===== config.mk =====
export PLATFORM = sky130hd
export DESIGN_NAME = frame_slot_pool_rate_governor
export DESIGN_NICKNAME = d
export VERILOG_FILES = /design/src/hw/rtl/fspg_pkg.sv /design/src/hw/rtl/fspg_ctrl.sv /design/src/hw/rtl/fspg_dp.sv /design/src/hw/rtl/frame_slot_pool_rate_governor.sv
export SDC_FILE = /design/constraint.sdc
export NUM_CORES = 1
export LEC_CHECK = 0
export ABC_AREA = 1
export BUFFER_PORTS_ARGS = -buffer_cell sky130_fd_sc_hd__buf_2
export CAP_MARGIN = 25
export CORE_ASPECT_RATIO = 2
export CORE_MARGIN = 2
export CORE_UTILIZATION = 25
export DETAILED_ROUTE_END_ITERATION = 10
export GPL_TIMING_DRIVEN = 0
export PLACE_DENSITY = 0.46
export SKIP_LAST_GASP = 1
export SYNTH_ARGS = -nofsm -noshare
export SYNTH_HDL_FRONTEND = slang
export SYNTH_SLANG_ARGS = --single-unit

===== constraint.sdc =====
create_clock -name clk_i -period 4.4 [get_ports clk_i]
set_clock_uncertainty 0.05 [all_clocks]
set_input_delay 0.44 -clock clk_i [delete_from_list [all_inputs] [get_ports clk_i]]
set_output_delay 0.44 -clock clk_i [all_outputs]
set_load 0.02 [all_outputs]

===== src/hw/rtl/fspg_pkg.sv =====
// ----------------------------------------------------------------------------
// fspg_pkg: shared types and constants of the frame slot pool governor
// Item formats, operation and status codes, slot phases, controller states,
// register map and reset values.
// ----------------------------------------------------------------------------
package fspg_pkg;

  localparam int unsigned SLOTS_DEF  = 2;
  localparam int unsigned WINDOW_DEF = 240;

  localparam int unsigned SPEED_W = 12;
  localparam int unsigned ADDR_W  = 4;
  localparam int unsigned DATA_W  = 32;

  localparam logic [SPEED_W-1:0] MIN_SPEED_RST  = 12'd300;
  localparam logic [SPEED_W-1:0] MAX_SPEED_RST  = 12'd500;
  localparam logic [SPEED_W-1:0] SPEED_STEP_RST = 12'd50;

  typedef enum logic [1:0] {
    REG_MIN_SPEED  = 2'd0,
    REG_MAX_SPEED  = 2'd1,
    REG_SPEED_STEP = 2'd2,
    REG_NONE       = 2'd3
  } reg_idx_e;

  typedef enum logic [2:0] {
    OP_RESERVE = 3'd0,
    OP_SUBMIT  = 3'd1,
    OP_ABORT   = 3'd2,
    OP_TAKE    = 3'd3,
    OP_DONE    = 3'd4,
    OP_FAIL    = 3'd5
  } op_e;

  typedef enum logic [1:0] {
    ST_OK      = 2'd0,
    ST_NO_FREE = 2'd1,
    ST_EMPTY   = 2'd2,
    ST_FAILED  = 2'd3
  } status_e;

  typedef enum logic [1:0] {
    PH_FREE     = 2'd0,
    PH_FILLING  = 2'd1,
    PH_QUEUED   = 2'd2,
    PH_ENCODING = 2'd3
  } phase_e;

  typedef enum logic {
    CS_IDLE = 1'b0,
    CS_EXEC = 1'b1
  } ctrl_state_e;

  typedef struct packed {
    logic [2:0] operation;
    logic       slot;
  } in_item_t;

  typedef struct packed {
    logic [1:0]         status;
    logic               slot_out;
    logic [SPEED_W-1:0] speed_factor;
    logic               speed_changed;
    logic               all_idle;
    logic [1:0]         queue_depth;
  } out_item_t;

  typedef struct packed {
    logic [SPEED_W-1:0] min_speed;
    logic [SPEED_W-1:0] max_speed;
    logic [SPEED_W-1:0] speed_step;
  } cfg_t;

  typedef struct packed {
    logic load_in;
    logic execute;
  } ctrl_cmd_t;

endpackage


===== src/hw/rtl/fspg_ctrl.sv =====
// ----------------------------------------------------------------------------
// fspg_ctrl: item sequencer of the frame slot pool governor
// Takes one item, has the datapath execute it once the output register is
// free, and tracks the output valid flag.
// ----------------------------------------------------------------------------
module fspg_ctrl (
  input  logic                 clk_i,
  input  logic                 rst_ni,
  input  logic                 in_valid_i,
  output logic                 in_stall_o,
  output logic                 out_valid_o,
  input  logic                 out_stall_i,
  output fspg_pkg::ctrl_cmd_t  cmd_o
);

  fspg_pkg::ctrl_state_e state_q, state_d;
  logic                  out_valid_q, out_valid_d;

  always_ff @(posedge clk_i or negedge rst_ni) begin
    if (!rst_ni) begin
      state_q     <= fspg_pkg::CS_IDLE;
      out_valid_q <= 1'b0;
    end else begin
      state_q     <= state_d;
      out_valid_q <= out_valid_d;
    end
  end

  always_comb begin
    state_d     = state_q;
    out_valid_d = out_valid_q & out_stall_i;
    in_stall_o  = 1'b1;
    cmd_o       = '0;
    case (state_q)
      fspg_pkg::CS_IDLE: begin
        in_stall_o = 1'b0;
        if (in_valid_i) begin
          cmd_o.load_in = 1'b1;
          state_d       = fspg_pkg::CS_EXEC;
        end
      end
      fspg_pkg::CS_EXEC: begin
        if (!out_valid_q || !out_stall_i) begin
          cmd_o.execute = 1'b1;
          out_valid_d   = 1'b1;
          state_d       = fspg_pkg::CS_IDLE;
        end
      end
      default: begin
        state_d = fspg_pkg::CS_IDLE;
      end
    endcase
  end

  assign out_valid_o = out_valid_q;

endmodule


===== src/hw/rtl/fspg_dp.sv =====
// ----------------------------------------------------------------------------
// fspg_dp: slot pool and speed governor datapath
// Holds slot phases, the order queue, the failure latch and the governor
// window; executes one item per execute command into the output register.
// ----------------------------------------------------------------------------
module fspg_dp #(
  parameter int unsigned SLOTS         = fspg_pkg::SLOTS_DEF,
  parameter int unsigned WINDOW_FRAMES = fspg_pkg::WINDOW_DEF
) (
  input  logic                 clk_i,
  input  logic                 rst_ni,
  input  fspg_pkg::ctrl_cmd_t  cmd_i,
  input  fspg_pkg::cfg_t       cfg_i,
  input  fspg_pkg::in_item_t   in_data_i,
  output fspg_pkg::out_item_t  out_data_o
);

  localparam int unsigned IDX_W = (SLOTS > 1) ? $clog2(SLOTS) : 1;
  localparam int unsigned CNT_W = $clog2(SLOTS + 1);
  localparam int unsigned SW    = fspg_pkg::SPEED_W;

  fspg_pkg::in_item_t  in_q;
  fspg_pkg::out_item_t out_q, out_d;

  fspg_pkg::phase_e phase_q [SLOTS];
  fspg_pkg::phase_e phase_d [SLOTS];
  logic             oq_q    [SLOTS];
  logic             oq_we;

  logic [IDX_W-1:0] rp_q, rp_d, wp_q, wp_d, rp_inc, wp_inc;
  logic [CNT_W-1:0] wait_q, wait_d, wait_inc, peak_q, peak_d, peak_new;
  logic             failed_q, failed_d, waiting_q, waiting_d;
  logic             pressure_q, pressure_d, started_q, started_d;
  logic [7:0]       window_q, window_d, wc_inc;
  logic [SW-1:0]    target_q, target_d;

  logic             s_ok, found, win_hit, go_down, gov_change, start_change;
  logic             entry, all_free;
  logic [IDX_W-1:0] s_idx, free_idx;
  logic [SW:0]      diff, sum;
  logic [SW-1:0]    nxt;

  always_ff @(posedge clk_i) begin
    if (cmd_i.load_in) begin
      in_q <= in_data_i;
    end
    if (cmd_i.execute) begin
      out_q <= out_d;
    end
    if (cmd_i.execute && oq_we) begin
      oq_q[wp_q] <= in_q.slot;
    end
  end

  always_ff @(posedge clk_i or negedge rst_ni) begin
    if (!rst_ni) begin
      for (int k = 0; k < SLOTS; k++) begin
        phase_q[k] <= fspg_pkg::PH_FREE;
      end
      rp_q       <= '0;
      wp_q       <= '0;
      wait_q     <= '0;
      peak_q     <= '0;
      failed_q   <= 1'b0;
      waiting_q  <= 1'b0;
      pressure_q <= 1'b0;
      started_q  <= 1'b0;
      window_q   <= '0;
      target_q   <= '0;
    end else if (cmd_i.execute) begin
      for (int k = 0; k < SLOTS; k++) begin
        phase_q[k] <= phase_d[k];
      end
      rp_q       <= rp_d;
      wp_q       <= wp_d;
      wait_q     <= wait_d;
      peak_q     <= peak_d;
      failed_q   <= failed_d;
      waiting_q  <= waiting_d;
      pressure_q <= pressure_d;
      started_q  <= started_d;
      window_q   <= window_d;
      target_q   <= target_d;
    end
  end

  // slot lookup and pointer steps
  always_comb begin
    s_ok     = (SLOTS > 1) || (in_q.slot == 1'b0);
    s_idx    = s_ok ? IDX_W'(in_q.slot) : '0;
    found    = 1'b0;
    free_idx = '0;
    for (int k = SLOTS - 1; k >= 0; k--) begin
      if (phase_q[k] == fspg_pkg::PH_FREE) begin
        found    = 1'b1;
        free_idx = IDX_W'(k);
      end
    end
    rp_inc   = (rp_q == IDX_W'(SLOTS - 1)) ? '0 : rp_q + IDX_W'(1);
    wp_inc   = (wp_q == IDX_W'(SLOTS - 1)) ? '0 : wp_q + IDX_W'(1);
    entry    = oq_q[rp_q];
  end

  // governor step for a queued submit
  always_comb begin
    wait_inc = wait_q + CNT_W'(1);
    peak_new = (wait_inc > peak_q) ? wait_inc : peak_q;
    wc_inc   = window_q + 8'd1;
    win_hit  = (wc_inc >= 8'(WINDOW_FRAMES));
    go_down  = pressure_q || (peak_new >= CNT_W'(SLOTS));
    diff     = {1'b0, target_q} - {1'b0, cfg_i.speed_step};
    sum      = {1'b0, target_q} + {1'b0, cfg_i.speed_step};
    if (go_down) begin
      nxt = (diff[SW] || (diff[SW-1:0] < cfg_i.min_speed)) ? cfg_i.min_speed : diff[SW-1:0];
    end else if (target_q < cfg_i.max_speed) begin
      nxt = (sum > {1'b0, cfg_i.max_speed}) ? cfg_i.max_speed : sum[SW-1:0];
    end else begin
      nxt = target_q;
    end
    gov_change   = (nxt != '0) && (nxt != target_q);
    start_change = (cfg_i.min_speed != '0) && (cfg_i.min_speed != target_q);
  end

  always_comb begin
    for (int k = 0; k < SLOTS; k++) begin
      phase_d[k] = phase_q[k];
    end
    rp_d       = rp_q;
    wp_d       = wp_q;
    wait_d     = wait_q;
    peak_d     = peak_q;
    failed_d   = failed_q;
    waiting_d  = waiting_q;
    pressure_d = pressure_q;
    started_d  = started_q;
    window_d   = window_q;
    target_d   = target_q;
    oq_we      = 1'b0;
    out_d      = '0;
    out_d.status = fspg_pkg::ST_OK;
    case (fspg_pkg::op_e'(in_q.operation))
      fspg_pkg::OP_RESERVE: begin
        if (failed_q) begin
          out_d.status = fspg_pkg::ST_FAILED;
        end else begin
          if (!started_q) begin
            started_d = 1'b1;
            if (start_change) begin
              target_d            = cfg_i.min_speed;
              out_d.speed_changed = 1'b1;
            end
          end
          if (!found) begin
            if (!waiting_q) begin
              waiting_d  = 1'b1;
              pressure_d = 1'b1;
            end
            out_d.status = fspg_pkg::ST_NO_FREE;
          end else begin
            waiting_d         = 1'b0;
            phase_d[free_idx] = fspg_pkg::PH_FILLING;
            out_d.slot_out    = free_idx[0];
          end
        end
      end
      fspg_pkg::OP_SUBMIT: begin
        if (!s_ok || phase_q[s_idx] != fspg_pkg::PH_FILLING) begin
          if (failed_q) begin
            out_d.status = fspg_pkg::ST_FAILED;
          end
        end else if (failed_q) begin
          phase_d[s_idx] = fspg_pkg::PH_FREE;
          out_d.status   = fspg_pkg::ST_FAILED;
        end else if (wait_q < CNT_W'(SLOTS)) begin
          phase_d[s_idx] = fspg_pkg::PH_QUEUED;
          oq_we          = 1'b1;
          wp_d           = wp_inc;
          wait_d         = wait_inc;
          peak_d         = peak_new;
          if (started_q) begin
            window_d = wc_inc;
            if (win_hit) begin
              window_d   = '0;
              pressure_d = 1'b0;
              peak_d     = '0;
              if (gov_change) begin
                target_d            = nxt;
                out_d.speed_changed = 1'b1;
              end
            end
          end
        end
      end
      fspg_pkg::OP_ABORT: begin
        if (s_ok && phase_q[s_idx] == fspg_pkg::PH_FILLING) begin
          phase_d[s_idx] = fspg_pkg::PH_FREE;
        end
      end
      fspg_pkg::OP_TAKE: begin
        if (wait_q == '0) begin
          out_d.status = fspg_pkg::ST_EMPTY;
        end else begin
          phase_d[IDX_W'(entry)] = fspg_pkg::PH_ENCODING;
          out_d.slot_out         = entry;
          rp_d                   = rp_inc;
          wait_d                 = wait_q - CNT_W'(1);
        end
      end
      fspg_pkg::OP_DONE: begin
        if (s_ok && phase_q[s_idx] == fspg_pkg::PH_ENCODING) begin
          phase_d[s_idx] = fspg_pkg::PH_FREE;
        end
      end
      fspg_pkg::OP_FAIL: begin
        if (!failed_q) begin
          failed_d = 1'b1;
          rp_d     = '0;
          wp_d     = '0;
          wait_d   = '0;
          for (int k = 0; k < SLOTS; k++) begin
            if (phase_q[k] == fspg_pkg::PH_QUEUED) begin
              phase_d[k] = fspg_pkg::PH_FREE;
            end
          end
        end
        out_d.status = fspg_pkg::ST_FAILED;
      end
      default: begin
        out_d.status = fspg_pkg::ST_OK;
      end
    endcase
    all_free = 1'b1;
    for (int k = 0; k < SLOTS; k++) begin
      if (phase_d[k] != fspg_pkg::PH_FREE) begin
        all_free = 1'b0;
      end
    end
    out_d.speed_factor = target_d;
    out_d.all_idle     = all_free && (wait_d == '0);
    out_d.queue_depth  = 2'(wait_d);
  end

  assign out_data_o = out_q;

endmodule


===== src/hw/rtl/frame_slot_pool_rate_governor.sv =====
// ----------------------------------------------------------------------------
// frame_slot_pool_rate_governor: frame slot pool with adaptive speed governor
// Tracks producer/consumer frame slots through an ordered queue and steps a
// speed target once per window of submitted frames.
//
// Usage:
//   Input channel (in_valid_i, in_stall_o, in_data_i) carries one operation
//   per item: reserve, submit, abort, take, done or fail, with a slot index.
//   Output channel (out_valid_o, out_stall_i, out_data_o) returns exactly one
//   result item per input item, in order: status, granted or taken slot,
//   speed target, change flag, idle flag and queue depth.
//   The sequencer takes an item, then executes it into the output register;
//   it takes no new item until the current one has been executed.
//   A finished result waits in the output register while the next item is
//   taken; execution holds while that register is still full and stalled.
//   Registers min_speed, max_speed and speed_step sit on the APB port at
//   byte addresses 0, 4 and 8; write them only while the block is idle.
//   Reset: all slots free, queue empty, failure cleared, governor stopped
//   with speed 0, registers back to 300, 500 and 50.
// ----------------------------------------------------------------------------
module frame_slot_pool_rate_governor #(
  parameter int unsigned SLOTS         = fspg_pkg::SLOTS_DEF,
  parameter int unsigned WINDOW_FRAMES = fspg_pkg::WINDOW_DEF
) (
  input  logic                          clk_i,
  input  logic                          rst_ni,
  input  logic                          in_valid_i,
  output logic                          in_stall_o,
  input  fspg_pkg::in_item_t            in_data_i,
  output logic                          out_valid_o,
  input  logic                          out_stall_i,
  output fspg_pkg::out_item_t           out_data_o,
  input  logic                          psel,
  input  logic                          penable,
  input  logic                          pwrite,
  input  logic [fspg_pkg::ADDR_W-1:0]   paddr,
  input  logic [fspg_pkg::DATA_W-1:0]   pwdata,
  output logic [fspg_pkg::DATA_W-1:0]   prdata,
  output logic                          pready
);

  fspg_pkg::cfg_t      cfg_q;
  fspg_pkg::ctrl_cmd_t cmd;
  fspg_pkg::reg_idx_e  reg_idx;
  logic                cfg_we;

  assign pready  = 1'b1;
  assign cfg_we  = psel & penable & pwrite & pready;
  assign reg_idx = fspg_pkg::reg_idx_e'(paddr[3:2]);

  always_ff @(posedge clk_i or negedge rst_ni) begin
    if (!rst_ni) begin
      cfg_q.min_speed  <= fspg_pkg::MIN_SPEED_RST;
      cfg_q.max_speed  <= fspg_pkg::MAX_SPEED_RST;
      cfg_q.speed_step <= fspg_pkg::SPEED_STEP_RST;
    end else if (cfg_we) begin
      case (reg_idx)
        fspg_pkg::REG_MIN_SPEED:  cfg_q.min_speed  <= pwdata[fspg_pkg::SPEED_W-1:0];
        fspg_pkg::REG_MAX_SPEED:  cfg_q.max_speed  <= pwdata[fspg_pkg::SPEED_W-1:0];
        fspg_pkg::REG_SPEED_STEP: cfg_q.speed_step <= pwdata[fspg_pkg::SPEED_W-1:0];
        default: begin
        end
      endcase
    end
  end

  always_comb begin
    case (reg_idx)
      fspg_pkg::REG_MIN_SPEED:  prdata = fspg_pkg::DATA_W'(cfg_q.min_speed);
      fspg_pkg::REG_MAX_SPEED:  prdata = fspg_pkg::DATA_W'(cfg_q.max_speed);
      fspg_pkg::REG_SPEED_STEP: prdata = fspg_pkg::DATA_W'(cfg_q.speed_step);
      default:                  prdata = '0;
    endcase
  end

  fspg_ctrl u_ctrl (
    .clk_i       (clk_i),
    .rst_ni      (rst_ni),
    .in_valid_i  (in_valid_i),
    .in_stall_o  (in_stall_o),
    .out_valid_o (out_valid_o),
    .out_stall_i (out_stall_i),
    .cmd_o       (cmd)
  );

  fspg_dp #(
    .SLOTS         (SLOTS),
    .WINDOW_FRAMES (WINDOW_FRAMES)
  ) u_dp (
    .clk_i      (clk_i),
    .rst_ni     (rst_ni),
    .cmd_i      (cmd),
    .cfg_i      (cfg_q),
    .in_data_i  (in_data_i),
    .out_data_o (out_data_o)
  );

endmodule


==> flow_summary.yaml <==
sta:
  rsz0062_at_grt: "true"
  setup_viol: 25
  fmax_ghz: 0.211
  final.min_clock_period_ps: 4740
  finalCritPeriodShare_pct: 108
  finalHoldViolCount: 0
  layout_setup_ws_ps: -336
  hold-worst-slack_ps: 209
  max_slew.worst_pin.slew_ps: 715
  slew_headroom_pct: 52.2
  maxSlewViolCount: 0
  finalSetupTns_ps: -6750
power:
  leakagePower_uw: 0.00507
  powerDensity_nw_per_um2: 419
  p_seq_share_pct: 30.1
  clkPwrFrac_pct: 18.6
  power.internal_uw: 2290
  peakVddDrop_mv: 0.224
  switching_share_pct: 47.4
  combPwrFrac_pct: 51.3
  power_uw: 4350
  power_switching_uw: 2060
setup_path:
  critPathLaunchType: "register"
  cp_slowest_cell: "dfstp_2"
  r2r_cells: 30
  ff2ff_setup_slack_ps: -340
  arrival_ps: 4780
  cp-end-kind: "register"
  reg2reg_to: "u_dp.out_data_o[14]"
  cp-endpoint: "u_dp.out_data_o[14]"
  path_max_fanout: 7
  crit_start: "cfg_q[5]"
  crit_type: "register to register"
  cpPeakStageDelay_ps: 570
  required_ps: 4450
  path_common_cell: "nand2_1"
  reg2reg_from: "cfg_q[5]"
die:
  die_h_um: 260
  chipWidth_um: 132
  start_util_pct: 25.5
  coreArea_um2: 32200
  rows: 93
  top_level_ports: 101
  die_area_um2: 34400
placed_design:
  dp_hpwl_um: 26700
  portBuffers: 57
  post_dp_cell_area_um2: 9120
  gp_congestion: 0.965
  dp_slack_ps: -812
global_route:
  grt_pass1_wl_um: 48500
  grt_max_degree: 42
  grt_pass1_vias: 8243
  antenna_found_initial: 0
  grtUsageTotal_pct: 19.1
  overflow: 0
synthesis:
  yosys_warnings: 0
  async_flop_share_pct: 74.0
  synth_top_flop_cell: "dfrtp_1"
  avgSynthCellArea_um2: 7.18
  ys_ff_latch: 96
  ys_types: 54
  synth_top_area_share_pct: 17.7
  synth_area_leaders: "dfrtp_1 18%, nand2_1 15%, ha_1 9.5%"
  ys_seq_area_share_pct: 31.0
  syn-cell-area_um2: 8200
  synth_edf_count: 25
  yosys.area.top_type: "dfrtp_1"
  syn_inst: 1143
drt:
  first_pass_iters: 5
  drt_iter0_drc: 449
  ant_nets: 0
  vias_per_cell: 4.79
  via_count: 8150
  wl_per_cell_um: 19.4
  drc: 0
  finalWirelength_um: 33000
cells_and_area:
  areaGrowthSynthToFinish_pct: 26.5
  design_area_um2: 10400
  nets: 1381
  drive_gt1_share_pct: 26.7
  layout_common_cells: "284 x nand2_1, 134 x inv_1, 71 x o21ai_0"
  layout_commonest_cell: "nand2_1"
  antenna_cells: 0
clocking:
  htreeDepth: 3
  path_clk_slew_ps: 80
  cts_max_path_buffers: 2
  cts_made_buffers: 9
  cts_sinks: 96
  cts-root-buf: "clkbuf_16"
  insertion_delay_ps: 370
  cts_tree: "done"
run_status:
  violations: "negative setup slack"
  status: "finished with violations"
worst_hold_path:
  holdCritPathClass: "primary input to register"
job:
  cap_viol_max_count: 0
-- cell type report --
class                           count  area, um2
Buffer                             61        424
Clock inverter                      7       81.3
Inverter                          149        578
Tap cell                          427        534
Clock buffer                        9        225
Timing Repair Buffer               98        697
Multi-Input combinational cell    855       5290
Fill cell                        3508      21900
Sequential cell                    96       2560
-- kinds of logic after synthesis --
logic type               share of synthesized area (%)
XOR/XNOR                                          2.78
buffers and inverters                             11.8
AO/OA/AOI/OAI                                     14.3
multiplexers                                     0.259
adder cells (fa/ha/maj)                           9.94
other                                           0.0915
flip-flops                                        31.0
AND/OR/NAND/NOR                                   29.9
-- per-layer routing --
layer  GRT usage [%]  part of all wire, %  up-vias  wire length [um]
met5               0                    0        -                 0
met4            18.5                   11        0              3690
met3            1.87                  2.6      132               850
met2            37.1                   54      246             18000
met1            16.5                   32     3811             10500
li1                -                    -     3961                 -
-- worst min-delay path by stage --
stage / cells past startpoint / slack [ps] / endpoint / start
5_1_grt: 1 / 200 / u_dp.in_q[2] / in_data_i[2]
3_3_place_gp: 2 / 420 / cfg_q[23] / cfg_q[23]
6_report: 1 / 210 / u_dp.in_q[3] / in_data_i[3]
3_5_place_dp: 1 / 390 / u_dp.window_q[7] / rst_ni
4_1_cts: 1 / 190 / u_dp.s_idx / in_data_i[0]
2_1_floorplan: 0 / 90 / cfg_q[0] / rst_ni
-- synthesized netlist by cell type (3+ instances only) --
master	n
nand2_1	328
inv_1	142
nand3_1	82
o21ai_0	73
a21oi_1	65
ha_1	62
dfrtp_1	58
nor2_1	52
buf_4	28
edfxtp_1	25
clkbuf_1	20
xor2_1	19
nand2_2	17
o211ai_1	16
nand3_2	14
o221ai_1	14
dfstp_2	13
nand4_1	13
nor3_1	10
buf_6	8
xnor2_1	7
o21ai_1	6
buf_2	5
inv_2	5
nand2_4	5
nor2_2	5
nor2_4	4
nor4_1	4
o21ai_2	3
o21bai_1	3
o22ai_1	3
-- stage by stage --
step / instances / util [%]
floorplan: 1162 / -
CTS: 1686 / 30.7
global route: 1702 / 32.2
detailed placement: 1648 / 28.3
global placement: 1646 / 28.2
finish: 1702 / 32.2
-- critical path: cells and delay by family, from the launching register on --
kind / cells / cell delay (ps)
buffers and inverters: 5 / 650
flip-flops: 1 / 570
XOR/XNOR: 1 / 200
AND/OR/NAND/NOR: 21 / 2160
adder cells (fa/ha/maj): 2 / 710
AO/OA/AOI/OAI: 1 / 130
-- flip-flops by register name, summed over array words and instances (netlist names) --
name,cells
u_dp.started_q,1
u_ctrl.out_valid_o,1
u_dp.rp_q,1
u_dp.target_q,12
u_dp.wait_q,2
u_dp.s_idx,1
u_dp.peak_q,1
u_dp.waiting_q,1
u_dp.in_q,3
cfg_q,36
u_dp.out_data_o,19
u_dp.failed_q,1
u_dp.wp_q,1
u_ctrl.state_q,1
u_dp.oq_q,2
u_dp.pressure_q,1
u_dp.phase_q,4
u_dp.window_q,8
-- what timing repair did --
action | CTS | global route
setup buffers | 21 | 13
pin swaps | 18 | 32
resized for setup | 75 | 76
cloned | 1 | 3
endpoints found under the hold margin | 12 | 0
setup endpoints to repair | 25 | 25
hold buffers | 1 | 0
-- power groups by stage --
stage / Sequential, uW / Clock, uW / Combinational (uW)
2_1_floorplan: 1340 / 0 / 1170
3_3_place_gp: 1330 / 0 / 1890
3_5_place_dp: 1320 / 0 / 1900
4_1_cts: 1300 / 836 / 2060
5_1_grt: 1330 / 869 / 2440
6_report: 1310 / 810 / 2230
(Power assumes the default switching activity.)
